--- src/rtl/dsff_mag.sv ---
// Pipelined vector magnitude: squares, sum, one root bit per stage, rounding.
// Depends on nothing but its parameters.
module dsff_mag #(
    parameter int IW    = 24,
    parameter int OW    = 16,
    parameter int DEPTH = 29
) (
    input  logic                 i_clk,
    input  logic                 i_ce,
    input  logic signed [IW-1:0] i_x,
    input  logic signed [IW-1:0] i_y,
    output logic [OW-1:0]        o_mag
);
    localparam int SQ = 2 * IW;
    localparam int W2 = SQ + 1;
    localparam int R  = (W2 + 1) / 2;
    localparam int RW = W2 + 1;
    localparam int M  = DEPTH - 3;

    logic signed [SQ-1:0] r_sqx, r_sqy;
    logic [RW-1:0] r_n [0:M-1];
    logic [RW-1:0] r_r [0:M];
    logic [RW-1:0] w_rnd;

    always_ff @(posedge i_clk) begin
        if (i_ce) begin
            r_sqx  <= i_x * i_x;
            r_sqy  <= i_y * i_y;
            r_n[0] <= RW'({1'b0, r_sqx}) + RW'({1'b0, r_sqy});
            r_r[0] <= '0;
        end
    end

    for (genvar k = 0; k < M; k++) begin : g_stg
        if (k < R) begin : g_it
            localparam int B = 2 * (R - 1 - k);
            logic [RW-1:0] w_bit, w_t;
            logic          w_ge;
            assign w_bit = RW'(1) << B;
            assign w_t   = r_r[k] + w_bit;
            assign w_ge  = (r_n[k] >= w_t);
            always_ff @(posedge i_clk) begin
                if (i_ce) begin
                    r_r[k+1] <= w_ge ? ((r_r[k] >> 1) + w_bit) : (r_r[k] >> 1);
                end
            end
            if (k + 1 < M) begin : g_n
                always_ff @(posedge i_clk) begin
                    if (i_ce) begin
                        r_n[k+1] <= w_ge ? (r_n[k] - w_t) : r_n[k];
                    end
                end
            end
        end else begin : g_pad
            always_ff @(posedge i_clk) begin
                if (i_ce) begin
                    r_r[k+1] <= r_r[k];
                end
            end
            if (k + 1 < M) begin : g_n
                always_ff @(posedge i_clk) begin
                    if (i_ce) begin
                        r_n[k+1] <= r_n[k];
                    end
                end
            end
        end
    end

    // round half up to whole sensor units, then clip to the field
    assign w_rnd = (r_r[M] + RW'(8)) >> 4;

    always_ff @(posedge i_clk) begin
        if (i_ce) begin
            o_mag <= (w_rnd > RW'({OW{1'b1}})) ? {OW{1'b1}} : w_rnd[OW-1:0];
        end
    end

endmodule

--- config.mk ---
export PLATFORM = sky130hd
export DESIGN_NAME = dsff_mag
export DESIGN_NICKNAME = d
export VERILOG_FILES = /design/src/rtl/dsff_mag.sv
export SDC_FILE = /design/constraint.sdc
export NUM_CORES = 2
export LEC_CHECK = 0
export BUFFER_PORTS_ARGS = -buffer_cell sky130_fd_sc_hd__buf_2
export CORE_MARGIN = 10
export CORE_UTILIZATION = 50
export DETAILED_ROUTE_END_ITERATION = 8
export GPL_TIMING_DRIVEN = 0
export PLACE_DENSITY = 0.62
export SYNTH_ARGS = -nofsm -noshare
export SYNTH_HDL_FRONTEND = slang
export SYNTH_SLANG_ARGS = --single-unit
--- constraint.sdc ---
create_clock -name i_clk -period 11.3 [get_ports i_clk]
set_input_delay 2.26 -clock i_clk [delete_from_list [all_inputs] [get_ports i_clk]]
set_output_delay 2.26 -clock i_clk [all_outputs]
set_load 0.005 [all_outputs]
==> flow_summary_export.csv <==
group,metric,value,unit
floorplanning,die_h,483,µm
global_routing,overflow,0,
setup_path,r2r-end,"r_n[4][141]",
setup_path,r2r_start,"r_r[17][17]",
run_status,status,"finished, final reports clean",
route,dr.pass1.iters,6,
setup_path,critPathRequiredTime,11.82,ns
clock_tree,clock_path_buffers,3,
clock_tree,cts_tree,"built",
floorplanning,rows,169,
clock_tree,cts.sinks,1550,
timing,worstMarginPinSlew,1.20,ns
setup_path,crit_slowest_cell,"clkbuf_1",
yosys,netlist_top_cells_area,"edfxtp_1 43%, fa_1 21%, ha_1 7.1%",
hold_path,worstHoldStart,"r_n[0][10]",
setup_path,critPathMaxFanout,10,
yosys,synthFlopType,"edfxtp_1",
setup_path,worst-path-buf-inv,10,
yosys,ys_ff_latch,1550,
floorplanning,start_util,50.4,%
clock_tree,cts-htree-levels,4,
route,vias,66369,
hold_path,hold-path-cell-count,0,
timing,fin_skew,0.0654,ns
route,ant_nets,0,
placement,gp_routability_congestion,0.928,
route,topRoutingLayerUsed,"met4",
yosys,synth_cells,9039,
route,wirelength,251,mm
timing,max-slew-margin-rel,19.6,%
route,vias_per_cell,5.42,
yosys,ys_async_sr_fraction,0,%
cells_and_area,drive_gt1_share,4.48,%
hold_path,min_to,"r_n[0][60]",
global_routing,grt_max_degree,195,
clock_tree,clk_pin_slew,0.06,ns
yosys,synth_top_cell_by_area,"edfxtp_1",
setup_path,end_kind,"register",
yosys,seq_area_frac_synth,43.4,%
timing,drv_slew,0,
route,drcViolationCount,0,
yosys,yosysWarnings,0,
flow_run,cap_violations,0,
setup_path,cp-start-kind,"primary input",
timing,min_period,10.84,ns
clock_tree,insertion_delay,0.81,ns
yosys,syn_area_per_cell,11.9,µm²
timing,setup_viol,0,
yosys,mappedNetlistArea,107000,µm²
placement,io_buffers,65,
yosys,synth.distinct_cells,86,
route,wl_met2,126,mm
route,met3_length,13.0,mm
global_routing,antenna_found_initial,10,
clock_tree,numCtsBuffers,165,
global_routing,grt_pass1_wl,393,mm
timing,hold_viol,0,
setup_path,critPathMostFrequentCell,"fa_1",
yosys,yosysMostFrequentCell,"inv_1",
global_routing,grt_usage,21.5,%
placement,hpwl,199,mm
floorplanning,die_width,483,µm
setup_path,crit_path_max_incr_delay,0.85,ns
yosys,yosysTopAreaCellShare,43.4,%
setup_path,cp.arrival,11.36,ns
yosys,synth-edff-count,1550,
clock_tree,cts_root_buf,"clkbuf_16",
global_routing,grt_pass1_vias,68983,
cells_and_area,fin_nets,11069,
timing,rsz0062_at_grt,"no",
floorplanning,io_pins,66,
hold_path,min_path_type,"register to register",
floorplanning,die_area,233000,µm²
setup_path,reg2reg_depth,13,
timing,whs,0.393,ns
route,post_drt_wl_per_cell,20.6,µm
floorplanning,core_area,213000,µm²
route,first_iter_violations,4802,
setup_path,rrSetupSlack,6.34,ns
setup_path,crit_type,"primary input to register",
timing,timing.fmax,92.2,MHz
clock_tree,post-cts-setup-buffers,0,
clock_tree,cts_hold_buffers,0,
setup_path,cp_top_family,"adder cells",
timing,fin_crit_sh,95.9,%
cells_and_area,area_growth,8.73,%
yosys,synth_common_cells,"1746 x inv_1, 1550 x edfxtp_1, 1129 x fa_1, 643 x nand2_1, 609 x ha_1",
route,wirelength_met1,104,mm
-- cell families after synthesis --
group | after synthesis | synth area share (%)
other cells | 1 | 0.00350
flops | 1550 | 43.4
fa+ha+maj | 1738 | 28.2
xor+xnor | 565 | 4.61
compound gates | 1095 | 6.44
simple gates | 2110 | 10.0
buf+inv | 1927 | 6.80
mux | 53 | 0.566
-- stage by stage --
| step | worst slack (ns) | area, µm² | setup TNS, ns | cells | utilization, % |
|---|---|---|---|---|---|
| finish | 0.458 | 117000 | 0 | 12237 | 54.8 |
| global route | 0.0658 | 117000 | 0 | 12234 | 54.8 |
| CTS | 0.229 | 117000 | 0 | 12233 | 54.8 |
| detailed placement | -0.858 | 111000 | -4.86 | 11935 | 52.4 |
| global placement | -15.77 | 111000 | - | 11926 | 52.2 |
| floorplan | 1.60 | 107000 | 0 | 9040 | - |
-- state kept, by name, indices dropped and copies added (netlist names) --
register  cells
r_r         341
o_mag        16
r_n        1099
r_sqx        47
r_sqy        47
-- how the worst max path moves through the flow --
stage / cells past startpoint / end / start / slack [ns]
finish: 28 / r_sqx[46] / i_x[11] / 0.46
global route: 28 / r_sqx[46] / i_x[11] / 0.07
CTS: 26 / r_sqy[46] / i_y[23] / 0.23
detailed placement: 26 / r_sqy[46] / i_y[23] / -0.86
global placement: 1 / o_mag[14] / i_ce / -15.77
floorplan: 25 / r_sqx[47] / i_x[23] / 1.60
-- area by class of cell --
class | instances | area [µm²]
fill | 18337 | 96100
multi-input combinational | 5563 | 53400
sequential | 1550 | 46500
inverter | 1748 | 6560
clock buffer | 191 | 4270
tap | 2821 | 3530
clock inverter | 107 | 946
buffer | 179 | 732
timing repair buffer | 74 | 588
antenna | 4 | 10.0
-- per-layer routing --
layer / vias to the layer above / global-route usage [%]
met4: 0 / 6.88
li1: 30724 / -
met2: 1647 / 36.8
met5: - / 0
met1: 33592 / 28.1
met3: 406 / 3.18
-- repair_timing --
| action | in CTS | in global routing |
|---|---|---|
| resized for setup | 1 | 8 |
| hold endpoints to repair | 0 | 0 |
| gates cloned | 0 | 0 |
| endpoints found under the setup margin | 1 | 5 |
-- cell usage in the layout, fill, tap and decap left out, types with 31 or more instances in the layout --
| cell type | synthesis | final |
|---|---|---|
| ha_1 | 609 | 609 |
| and2_1 | 228 | 228 |
| fa_1 | 1129 | 1128 |
| a211oi_1 | 32 | 31 |
| o21a_1 | 76 | 76 |
| or3_1 | 55 | 55 |
| mux2_2 | 41 | 41 |
| clkbuf_16 | 0 | 167 |
| inv_1 | 1746 | 1746 |
| nor4_1 | 163 | 162 |
| nor2_1 | 344 | 344 |
| or4_1 | 33 | 33 |
| xnor2_1 | 347 | 347 |
| clkbuf_1 | 162 | 182 |
| o21ai_0 | 240 | 240 |
| nand2_1 | 643 | 643 |
| xor2_1 | 218 | 218 |
| nand3_1 | 84 | 84 |
| nand2b_1 | 85 | 85 |
| a21o_1 | 162 | 162 |
| edfxtp_1 | 1550 | 1550 |
| o21bai_1 | 34 | 34 |
| a21oi_1 | 345 | 345 |
| nor2b_1 | 92 | 92 |
| nor3_1 | 141 | 141 |
| buf_2 | 3 | 67 |
| nand4_1 | 98 | 98 |
| clkinv_1 | 1 | 48 |
Power is left out: the tool's default activity adds up to more than one toggle a clock period on the data nets, which glitch-free logic cannot reach.
